==> src/hw/rtl/polygon_vertex_consistency_check_core_macros.svh <==
// Assertion helpers shared by the checker RTL.
`ifndef POLYGON_VERTEX_CONSISTENCY_CHECK_CORE_MACROS_SVH
`define POLYGON_VERTEX_CONSISTENCY_CHECK_CORE_MACROS_SVH

`ifndef ASSERT_OFF
// Property c holds at every clock edge outside reset.
`define ASSERT_ALWAYS(lbl, clk, rst_n, c) \
  lbl: assert property (@(posedge clk) disable iff (!(rst_n)) (c)) \
    else $error("assertion failed");
// When a holds, c holds in the same cycle.
`define ASSERT_IMPLIES(lbl, clk, rst_n, a, c) \
  lbl: assert property (@(posedge clk) disable iff (!(rst_n)) (a) |-> (c)) \
    else $error("assertion failed");
// When a holds, c holds in the next cycle.
`define ASSERT_NEXT(lbl, clk, rst_n, a, c) \
  lbl: assert property (@(posedge clk) disable iff (!(rst_n)) (a) |=> (c)) \
    else $error("assertion failed");
`else
`define ASSERT_ALWAYS(lbl, clk, rst_n, c)
`define ASSERT_IMPLIES(lbl, clk, rst_n, a, c)
`define ASSERT_NEXT(lbl, clk, rst_n, a, c)
`endif

`endif

==> src/hw/rtl/pvcc_pkg.sv <==
`timescale 1ns / 1ps

package pvcc_pkg;

  localparam int LONW   = 30;           // longitude field and registers
  localparam int LATW   = 28;           // latitude field and registers
  localparam int XW     = LONW + 1;     // wrapped longitude
  localparam int YBW    = 30;           // latitude bounds, hold +-360 deg at polygon start
  localparam int DXW    = XW + 1;
  localparam int DYW    = LATW + 1;
  localparam int PW     = DXW + DYW;
  localparam int IW     = 20;           // reported vertex index
  localparam int KINDW  = 3;
  localparam int MASKW  = 7;            // one bit per possible report of a vertex
  localparam int MBW    = $clog2(MASKW);
  localparam int CFGIW  = 3;
  localparam int CFGDW  = 30;
  localparam int QDEPTH = 8;
  localparam int QAW    = $clog2(QDEPTH);

  localparam int DEF_MAX_VERTICES = 1048576;

  localparam logic signed [XW-1:0]  FULL_TURN_X = XW'(360000000);
  localparam logic signed [YBW-1:0] FULL_TURN_Y = YBW'(360000000);
  localparam logic signed [YBW-1:0] SOUTH_POLE  = YBW'(-90000000);

  typedef enum logic [CFGIW-1:0] {
    CFG_WRAP_ENABLE    = 3'd0,
    CFG_DATE_LONGITUDE = 3'd1,
    CFG_BOX_WEST       = 3'd2,
    CFG_BOX_EAST       = 3'd3,
    CFG_BOX_SOUTH      = 3'd4,
    CFG_BOX_NORTH      = 3'd5,
    CFG_POLAR_CAP      = 3'd6,
    CFG_REGION_CHECK   = 3'd7
  } cfg_reg_t;

  typedef enum logic [KINDW-1:0] {
    RPT_DUPLICATE    = 3'd0,
    RPT_NON_AREA     = 3'd1,
    RPT_ZERO_ANGLE   = 3'd2,
    RPT_NOT_CLOSED   = 3'd3,
    RPT_BOX_MISMATCH = 3'd4
  } rpt_kind_t;

  // Report mask bit positions, in delivery order.
  localparam logic [MBW-1:0] MB_DUP   = MBW'(0);
  localparam logic [MBW-1:0] MB_OPEN  = MBW'(1);
  localparam logic [MBW-1:0] MB_BOX   = MBW'(2);
  localparam logic [MBW-1:0] MB_V0_NA = MBW'(3);
  localparam logic [MBW-1:0] MB_V0_ZA = MBW'(4);
  localparam logic [MBW-1:0] MB_PV_NA = MBW'(5);
  localparam logic [MBW-1:0] MB_PV_ZA = MBW'(6);

  typedef struct packed {
    logic                   wrap_enable;
    logic signed [LONW-1:0] date_longitude;
    logic signed [LONW-1:0] box_west;
    logic signed [LONW-1:0] box_east;
    logic signed [LATW-1:0] box_south;
    logic signed [LATW-1:0] box_north;
    logic                   polar_cap;
    logic                   region_check;
  } cfg_t;

  typedef struct packed {
    logic signed [DXW-1:0] dx1;
    logic signed [DXW-1:0] dx2;
    logic signed [DYW-1:0] dy1;
    logic signed [DYW-1:0] dy2;
  } delta_t;

  typedef struct packed {
    logic          valid;
    logic [IW-1:0] idx;
    logic          dup;
    logic          open;
    logic          box;
    logic          v0_en;
    logic          pv_en;
  } flags_t;

  typedef struct packed {
    logic [MASKW-1:0] mask;
    logic [IW-1:0]    idx;
  } rpt_entry_t;

  typedef struct packed {
    rpt_kind_t     kind;
    logic [IW-1:0] left;
    logic [IW-1:0] center;
    logic [IW-1:0] right;
  } rpt_fields_t;

  function automatic rpt_fields_t decode_report(input logic [MBW-1:0] pos,
                                                input logic [IW-1:0]  idx);
    rpt_fields_t f;
    f.kind   = RPT_DUPLICATE;
    f.left   = '0;
    f.center = idx;
    f.right  = '0;
    unique case (pos)
      MB_DUP:   f.kind = RPT_DUPLICATE;
      MB_OPEN:  f.kind = RPT_NOT_CLOSED;
      MB_BOX:   f.kind = RPT_BOX_MISMATCH;
      MB_V0_NA, MB_V0_ZA: begin
        f.kind   = (pos == MB_V0_NA) ? RPT_NON_AREA : RPT_ZERO_ANGLE;
        f.left   = idx - IW'(1);
        f.center = '0;
        f.right  = IW'(1);
      end
      MB_PV_NA, MB_PV_ZA: begin
        f.kind   = (pos == MB_PV_NA) ? RPT_NON_AREA : RPT_ZERO_ANGLE;
        f.left   = idx - IW'(2);
        f.center = idx - IW'(1);
        f.right  = idx;
      end
      default: f.kind = RPT_DUPLICATE;
    endcase
    return f;
  endfunction

endpackage

==> src/hw/rtl/pvcc_track.sv <==
`timescale 1ns / 1ps
`include "polygon_vertex_consistency_check_core_macros.svh"

module pvcc_track import pvcc_pkg::*; #(
  parameter int MAX_VERTICES = DEF_MAX_VERTICES
) (
  input  logic                   clk,
  input  logic                   rst_n,
  input  cfg_t                   cfg,
  input  logic                   in_fire,
  input  logic signed [LONW-1:0] in_lon,
  input  logic signed [LATW-1:0] in_lat,
  input  logic                   in_first,
  input  logic                   in_fin,
  output logic [1:0]             busy,
  output flags_t                 s2_flags,
  output delta_t                 s2_v0,
  output delta_t                 s2_pv
);

  localparam int CW = (MAX_VERTICES > 1) ? $clog2(MAX_VERTICES) : 1;
  localparam logic [CW-1:0] LAST_IDX = CW'(MAX_VERTICES - 1);

  // stage 0: input register
  logic                   v0_r;
  logic signed [LONW-1:0] lon0_r;
  logic signed [LATW-1:0] lat0_r;
  logic                   first0_r, fin0_r;

  // stage 1: wrapped vertex
  logic                   v1_r;
  logic signed [XW-1:0]   x1_r, x1_nxt, lon_ext;
  logic signed [LATW-1:0] y1_r;
  logic                   first1_r, fin1_r;

  // polygon state
  logic [CW-1:0]          cnt_r, cnt_nxt;
  logic signed [XW-1:0]   sx_r, scx_r, px0_r, px1_r, minx_r, maxx_r;
  logic signed [LATW-1:0] sy_r, scy_r, py0_r, py1_r;
  logic signed [YBW-1:0]  miny_r, maxy_r;

  // stage 2 working values
  logic                   first, idx_is1, fin;
  logic [CW-1:0]          idx;
  logic [IW+CW-1:0]       idx_wide;
  logic signed [XW-1:0]   sx_cur, scx_cur, minx_b, maxx_b, minx_n, maxx_n;
  logic signed [LATW-1:0] sy_cur, scy_cur;
  logic signed [YBW-1:0]  y_ext, miny_b, maxy_b, miny_n, maxy_n, ymin;
  flags_t                 flags_nxt, s2_flags_r;
  delta_t                 v0_nxt, pv_nxt, s2_v0_r, s2_pv_r;

  assign lon_ext = XW'(lon0_r);
  assign x1_nxt  = (cfg.wrap_enable && (lon0_r > cfg.date_longitude)) ?
                   lon_ext - FULL_TURN_X : lon_ext;

  always_ff @(posedge clk) begin
    if (!rst_n) begin
      v0_r <= 1'b0;
      v1_r <= 1'b0;
    end else begin
      v0_r <= in_fire;
      v1_r <= v0_r;
    end
  end

  always_ff @(posedge clk) begin
    if (in_fire) begin
      lon0_r   <= in_lon;
      lat0_r   <= in_lat;
      first0_r <= in_first;
      fin0_r   <= in_fin;
    end
    if (v0_r) begin
      x1_r     <= x1_nxt;
      y1_r     <= lat0_r;
      first1_r <= first0_r;
      fin1_r   <= fin0_r;
    end
  end

  always_comb begin
    first    = first1_r || (cnt_r == '0);
    fin      = fin1_r;
    idx      = first ? '0 : cnt_r;
    idx_is1  = (idx == CW'(1));
    idx_wide = {{IW{1'b0}}, idx};
    y_ext    = YBW'(y1_r);

    sx_cur  = first ? x1_r : sx_r;
    sy_cur  = first ? y1_r : sy_r;
    scx_cur = idx_is1 ? x1_r : scx_r;
    scy_cur = idx_is1 ? y1_r : scy_r;

    // a new polygon restarts the box from the empty bounds
    minx_b = first ? FULL_TURN_X  : minx_r;
    maxx_b = first ? -FULL_TURN_X : maxx_r;
    miny_b = first ? FULL_TURN_Y  : miny_r;
    maxy_b = first ? -FULL_TURN_Y : maxy_r;
    minx_n = (x1_r < minx_b) ? x1_r : minx_b;
    maxx_n = (x1_r > maxx_b) ? x1_r : maxx_b;
    miny_n = (y_ext < miny_b) ? y_ext : miny_b;
    maxy_n = (y_ext > maxy_b) ? y_ext : maxy_b;
    ymin   = cfg.polar_cap ? SOUTH_POLE : miny_n;

    flags_nxt.valid = v1_r;
    flags_nxt.idx   = idx_wide[IW-1:0];
    flags_nxt.dup   = (idx != '0) && (x1_r == px0_r) && (y1_r == py0_r);
    flags_nxt.open  = fin && !((x1_r == sx_cur) && (y1_r == sy_cur));
    flags_nxt.box   = fin && cfg.region_check &&
                      !((minx_n == XW'(cfg.box_west)) && (maxx_n == XW'(cfg.box_east)) &&
                        (ymin == YBW'(cfg.box_south)) && (maxy_n == YBW'(cfg.box_north)));
    flags_nxt.v0_en = fin && (idx != '0);
    flags_nxt.pv_en = (idx > CW'(1));

    // check centered on vertex 0: previous vertex, start, second
    v0_nxt.dx1 = DXW'(px0_r) - DXW'(sx_cur);
    v0_nxt.dx2 = DXW'(scx_cur) - DXW'(sx_cur);
    v0_nxt.dy1 = DYW'(py0_r) - DYW'(sy_cur);
    v0_nxt.dy2 = DYW'(scy_cur) - DYW'(sy_cur);

    // check centered on the previous vertex
    pv_nxt.dx1 = DXW'(px1_r) - DXW'(px0_r);
    pv_nxt.dx2 = DXW'(x1_r) - DXW'(px0_r);
    pv_nxt.dy1 = DYW'(py1_r) - DYW'(py0_r);
    pv_nxt.dy2 = DYW'(y1_r) - DYW'(py0_r);

    if (fin) begin
      cnt_nxt = '0;
    end else if (idx == LAST_IDX) begin
      cnt_nxt = idx;
    end else begin
      cnt_nxt = idx + CW'(1);
    end
  end

  always_ff @(posedge clk) begin
    if (!rst_n) begin
      cnt_r      <= '0;
      s2_flags_r <= '0;
    end else begin
      s2_flags_r <= flags_nxt;
      if (v1_r) begin
        cnt_r <= cnt_nxt;
      end
    end
  end

  always_ff @(posedge clk) begin
    s2_v0_r <= v0_nxt;
    s2_pv_r <= pv_nxt;
    if (v1_r) begin
      sx_r   <= sx_cur;
      sy_r   <= sy_cur;
      scx_r  <= scx_cur;
      scy_r  <= scy_cur;
      minx_r <= minx_n;
      maxx_r <= maxx_n;
      miny_r <= miny_n;
      maxy_r <= maxy_n;
      px1_r  <= px0_r;
      py1_r  <= py0_r;
      px0_r  <= x1_r;
      py0_r  <= y1_r;
    end
  end

  assign busy     = {v1_r, v0_r};
  assign s2_flags = s2_flags_r;
  assign s2_v0    = s2_v0_r;
  assign s2_pv    = s2_pv_r;

  `ASSERT_NEXT(a_final_restarts, clk, rst_n, v1_r && fin1_r, cnt_r == '0)
  `ASSERT_ALWAYS(a_index_saturates, clk, rst_n, cnt_r <= LAST_IDX)

endmodule

==> config.mk <==
export PLATFORM = sky130hd
export DESIGN_NAME = pvcc_track
export DESIGN_NICKNAME = d
export VERILOG_FILES = /design/src/hw/rtl/pvcc_pkg.sv /design/src/hw/rtl/pvcc_track.sv
export VERILOG_INCLUDE_DIRS = /design/src /design/src/hw/rtl
export SDC_FILE = /design/constraint.sdc
export NUM_CORES = 2
export LEC_CHECK = 0
export ABC_AREA = 1
export BUFFER_PORTS_ARGS = -buffer_cell sky130_fd_sc_hd__buf_4
export CORE_AREA = 3 3 316 318
export DETAILED_ROUTE_END_ITERATION = 12
export DIE_AREA = 0 0 319 321
export PLACE_DENSITY_LB_ADDON = 0.12
export SYNTH_ARGS = -nofsm -noshare
export SYNTH_HDL_FRONTEND = slang
export SYNTH_SLANG_ARGS = --single-unit
==> constraint.sdc <==
create_clock -name clk -period 30.2 [get_ports clk]
set_clock_uncertainty 0.15 [all_clocks]
set_input_delay 3.02 -clock clk [delete_from_list [all_inputs] [get_ports clk]]
set_output_delay 3.02 -clock clk [all_outputs]
set_load 0.02 [all_outputs]
[Yosys cells after proc, flatten, opt, wreduce, memory -nomap -nowiden]
Index checks and enable logic that the tools add are counted.
Cells by class
  $add $sub $neg: 10
  order comparisons: 6
  equal/unequal tests: 10
  mux-type cells: 17
  reductions and logical operators: 16
Operators with widths (number)
  31-bit 2-to-1 mux: 7
  30-bit 2-to-1 mux: 5
  31-bit by 31-bit subtractor with 32-bit output: 4
  28-bit by 28-bit subtractor with 29-bit output: 4
  31-bit by 30-bit == test with 1-bit output: 2
  31-bit == test: 2
  30-bit by 28-bit == test with 1-bit output: 2
  20-bit 2-to-1 mux: 3
  28-bit == test: 2
  28-bit 2-to-1 mux: 2
  31-bit > comparator: 1
  31-bit < comparator: 1
  30-bit by 30-bit subtractor with 31-bit output, second input constant: 1
  28-bit by 30-bit > comparator with 1-bit output: 1
  30-bit > comparator: 1
  28-bit by 30-bit < comparator with 1-bit output: 1
  20-bit by 1-bit adder with 20-bit output, second input constant: 1
  20-bit by 1-bit == test with 1-bit output, second input constant: 1
  20-bit == test, second input constant: 1
  20-bit by 1-bit > comparator with 1-bit output, second input constant: 1
  20-bit zero test: 1
  20-bit nonzero test: 1
  1-bit logical AND: 11
  1-bit zero test: 2
  1-bit logical OR: 1
Storage, ports and cells
  flip-flop bits (word level): 771
  input port bits: 212
  output and inout port bits: 272

[Longest topological paths before layout]
  depth after elaboration: 11
  mapped depth: 39

[Worst setup path before layout]
OpenSTA, ideal clock, no wires.
  path type: reg-to-output
  start point: register v1_r
  end point: output port busy[1]
  arrival time: 9.170 ns
  data required time: 27.030 ns
  slack: 17.860 ns
  stages on the path, launching flop included: 2
  path buffers: 1
  path through: dfxtp_1 > buf_4
RTL lines
  from (decl): line pvcc_track.sv:31  | logic v1_r;
  from (signal assigned): line pvcc_track.sv:62  | v1_r <= v0_r;
  to (decl): line pvcc_track.sv:15  | output logic [1:0] busy,
No word-level cell between the ends.

[Worst setup path after layout]
  start point: register cnt_r[4]
  end point: register s2_flags_r (netlist bit s2_flags[2])
On the way
  elaborated cells on any way between the ends: 24
  classes of those cells: 4 x order compare; 4 x eq/ne; 9 x mux; 7 x reduce/logical
RTL lines
  from (decl): line pvcc_track.sv:37  | logic [CW-1:0] cnt_r, cnt_nxt;
  from (signal assigned): line pvcc_track.sv:143  | cnt_r <= cnt_nxt;
  20-bit zero test *: line pvcc_track.sv:82  | first = first1_r || (cnt_r == '0);
  1-bit logical OR *: line pvcc_track.sv:82
  30-bit 2-to-1 mux *: line pvcc_track.sv:98  | maxy_b = first ? -FULL_TURN_Y : maxy_r;
  28-bit by 30-bit > comparator with 1-bit output: line pvcc_track.sv:102  | maxy_n = (y_ext > maxy_b) ? y_ext : maxy_b;
  30-bit 2-to-1 mux *: line pvcc_track.sv:102
  via maxy_n[16]: line pvcc_track.sv:48  | logic signed [YBW-1:0] y_ext, miny_b, maxy_b, miny_n, maxy_n, ymin;
  30-bit by 28-bit == test with 1-bit output *: line pvcc_track.sv:111  | (ymin == YBW'(cfg.box_south)) && (maxy_n == YBW'(cfg.box_north)));
  1-bit logical AND *: line pvcc_track.sv:111
  1-bit zero test *: line pvcc_track.sv:110  | !((minx_n == XW'(cfg.box_west)) && (maxx_n == XW'(cfg.box_east)) &&
  1-bit logical AND *: line pvcc_track.sv:109  | flags_nxt.box = fin && cfg.region_check &&
  to (signal assigned): line pvcc_track.sv:141  | s2_flags_r <= flags_nxt;
  to (decl): line pvcc_track.sv:49  | flags_t flags_nxt, s2_flags_r;
The timed path passes the listed nets; every way through them passes the cells marked *.
A chain may end at the register's enable or synchronous reset.

==> impl_metrics.tcl <==
set metrics [dict create \
    status "finished, final reports clean" \
    finalSetupTns_ns 0 \
    worstSetupEndpointType "register" \
    cts_buffers 88 \
    io_pins 484 \
    multi_input_area_um2 20500 \
    synth_area_per_cell_um2 8.68 \
    via_per_inst 5.30 \
    critPathMaxStageDelay_ns 0.79 \
    drv_cap 0 \
    drive_gt1_share_pct 13.1 \
    dr.pass1.iters 6 \
    h-tree-depth 3 \
    dieArea_um2 102000 \
    ys_ff_latch 771 \
    powerDensity_nw_per_um2 58.8 \
    crit_path_frequent_cell "nand2_1" \
    synth_edf_count 479 \
    ff_latch_area_um2 20200 \
    cts_sinks 771 \
    maxSlewHeadroom_pct 29.0 \
    ir_worst_vdd_mv 0.0453 \
    ys.flop_type "edfxtp_1" \
    synth_nets 5643 \
    ant_nets 0 \
    clk_pin_slew_ns 0.06 \
    gr-usage-met2_pct 45.4 \
    cts_tree "built" \
    critPathSlowestCell "buf_4" \
    grt_pass1_wl_um 213000 \
    die_w_um 319 \
    period_minus_slack_ns 6.83 \
    worst-path-max-fanout 95 \
    yosysWarnings 0 \
    post_cts_buffers 0 \
    async_flop_share_pct 0 \
    tightest_slew_ns 1.07 \
    track_usage_pct 27.7 \
    critical_path_arrival_ns 7.23 \
    report.power.total_w 0.00305 \
    cts_buffer_depth 3 \
    vias 36650 \
    postCtsHoldBufs 0 \
    nets 6160 \
    placementRows 114 \
    drt_drc_violations_left 0 \
    start_util_pct 45.1 \
    cp.required_ns 30.60 \
    start_kind "register" \
    clk-insertion-delay-late_ns 0.67 \
    rrSetupSlack_ns 23.37 \
    criticalPathCategory "reg -> reg" \
    p_leak_nw 24.1 \
    grt_max_degree 158 \
    root_buffer "clkbuf_16" \
    synth.distinct_cells 62 \
    met1_usage_pct 35.3 \
    grt_pass1_vias 34703 \
    hp-class "reg -> reg" \
    slew_violations 0 \
    wl_per_cell_um 21.2 \
    post-dp-hpwl_um 111000 \
    antenna_found_initial 30 \
    cts_resized 0 \
    hold_viol 0 \
    finalCritPeriodShare_pct 22.6 \
    syn-cell-area_um2 43700 \
    portBuffers 483 \
    use_met3_pct 7.47 \
    nFillCells 9034 \
    busiest_layer "met2" \
    area_growth_pct 18.7 \
    totalWireLength_um 146000 \
    overflow 0 \
    drtIter0Drc 3394 \
    seq_area_frac_synth_pct 46.3 \
    fmax_mhz 146 \
    core-area_um2 96900 \
    rsz0062_at_grt "false" \
    gp_congestion 0.926 \
    setup_viol 0 \
    die_h_um 321 \
    postSynthCellCount 5033 \
]
registers in the layout (all words and copies together), names as in the netlist, 20 cells and up:
name,flops
cnt_r,20
lat0_r,28
lon0_r,30
maxx_r,31
maxy_r,30
minx_r,31
miny_r,30
px0_r,31
px1_r,31
py0_r,28
py1_r,28
s2_flags,26
s2_pv,122
s2_v0,122
scx_r,31
scy_r,28
sx_r,31
sy_r,28
x1_r,31
y1_r,28
critical path: cells and delay by family, from the launching register on:
family	cells	cell delay [ns]
fa+ha+maj	1	0.40
buf+inv	2	0.97
flops	1	0.42
simple gates	26	4.70
final cells by class:
cell class	count	area share, %
Tap cell	1276	3.08
Timing Repair Buffer	523	7.62
Sequential cell	771	39.0
Inverter	633	4.58
Clock inverter	42	0.871
Clock buffer	122	5.15
Antenna cell	19	0.0917
Multi-Input combinational cell	3533	39.6
synth_stat cells, drive strengths merged (2+ instances only):
cell type | count | area, um^2
a211oi | 15 | 113
a21boi | 18 | 135
a21o | 14 | 105
a21oi | 385 | 1940
a221oi | 8 | 70.1
a22oi | 4 | 30.0
a31oi | 34 | 213
and2 | 7 | 43.8
and3 | 3 | 18.8
buf | 65 | 455
clkbuf | 31 | 116
dfxtp | 292 | 5850
edfxtp | 479 | 14400
fa | 8 | 160
ha | 390 | 4880
inv | 632 | 2370
nand2 | 1241 | 4740
nand3 | 288 | 1470
nand3b | 36 | 270
nand4 | 62 | 400
nor2 | 361 | 1360
nor3 | 32 | 175
nor4 | 15 | 109
o2111ai | 2 | 17.5
o211a | 2 | 20.0
o211ai | 19 | 143
o21a | 14 | 105
o21ai | 268 | 1360
o21bai | 14 | 105
o221a | 2 | 22.5
o221ai | 4 | 35.0
o22ai | 16 | 100
o311ai | 2 | 32.5
o31ai | 8 | 60.1
or2 | 3 | 18.8
xnor2 | 83 | 727
xor2 | 167 | 1460
path summary, 6_finish.rpt:
kind	start	endpoint	cells after the start
setup / recovery	cnt_r[4]$_SDFFE_PN0P_	s2_flags[2]$_SDFF_PN0_	29
hold / removal	lat0_r[9]$_DFFE_PP_	y1_r[9]$_DFFE_PP_	0
setup reg to reg	cnt_r[4]$_SDFFE_PN0P_	s2_flags[2]$_SDFF_PN0_	29
hold reg to reg	lat0_r[9]$_DFFE_PP_	y1_r[9]$_DFFE_PP_	0
kinds of logic after synthesis:
group | synth area share (%)
XOR/XNOR | 5.01
AND/OR/NAND/NOR | 19.8
AO/OA/AOI/OAI | 10.6
buffers and inverters | 6.75
flip-flops | 46.3
adder cells (fa/ha/maj) | 11.5
power breakdown:
| group | internal, W | switching [W] | total (W) |
|---|---|---|---|
| registers | 0.00122 | 0.0000548 | 0.00127 |
| logic | 0.000229 | 0.000402 | 0.000632 |
| clock network | 0.000682 | 0.000465 | 0.00115 |
through the flow:
| step | hold slack, ns | instance area, um^2 | setup slack [ns] | utilization (%) | instances |
|---|---|---|---|---|---|
| floorplan | 0.250 | 43700 | 17.86 | - | 5033 |
| global placement | 0.253 | 48700 | 23.60 | 50.3 | 6736 |
| detailed placement | 0.255 | 48700 | 23.52 | 50.3 | 6736 |
| CTS | 0.268 | 51800 | 23.49 | 53.5 | 6900 |
| global route | 0.271 | 51800 | 22.88 | 53.5 | 6906 |
| finish | 0.266 | 51900 | 23.37 | 53.6 | 6919 |
placed cells by master (no fill, tap or decap), types with 36 or more instances in the layout:
cell / instances
nand2_1: 1209
inv_1: 630
buf_4: 521
edfxtp_1: 479
ha_1: 390
a21oi_1: 381
nor2_1: 358
dfxtp_1: 290
nand3_1: 283
o21ai_0: 220
xor2_1: 167
clkbuf_16: 101
xnor2_1: 83
nand4_1: 60
o21ai_1: 42
nand3b_1: 36
layer usage:
layer	wire length, um	vias up	part of all wire [%]
met5	99	-	0.068
met4	4510	14	3.1
met3	13900	224	9.5
met2	67700	1390	46
met1	60200	16970	41
li1	-	18052	-
Note: power is estimated with default switching activity, not from simulation.
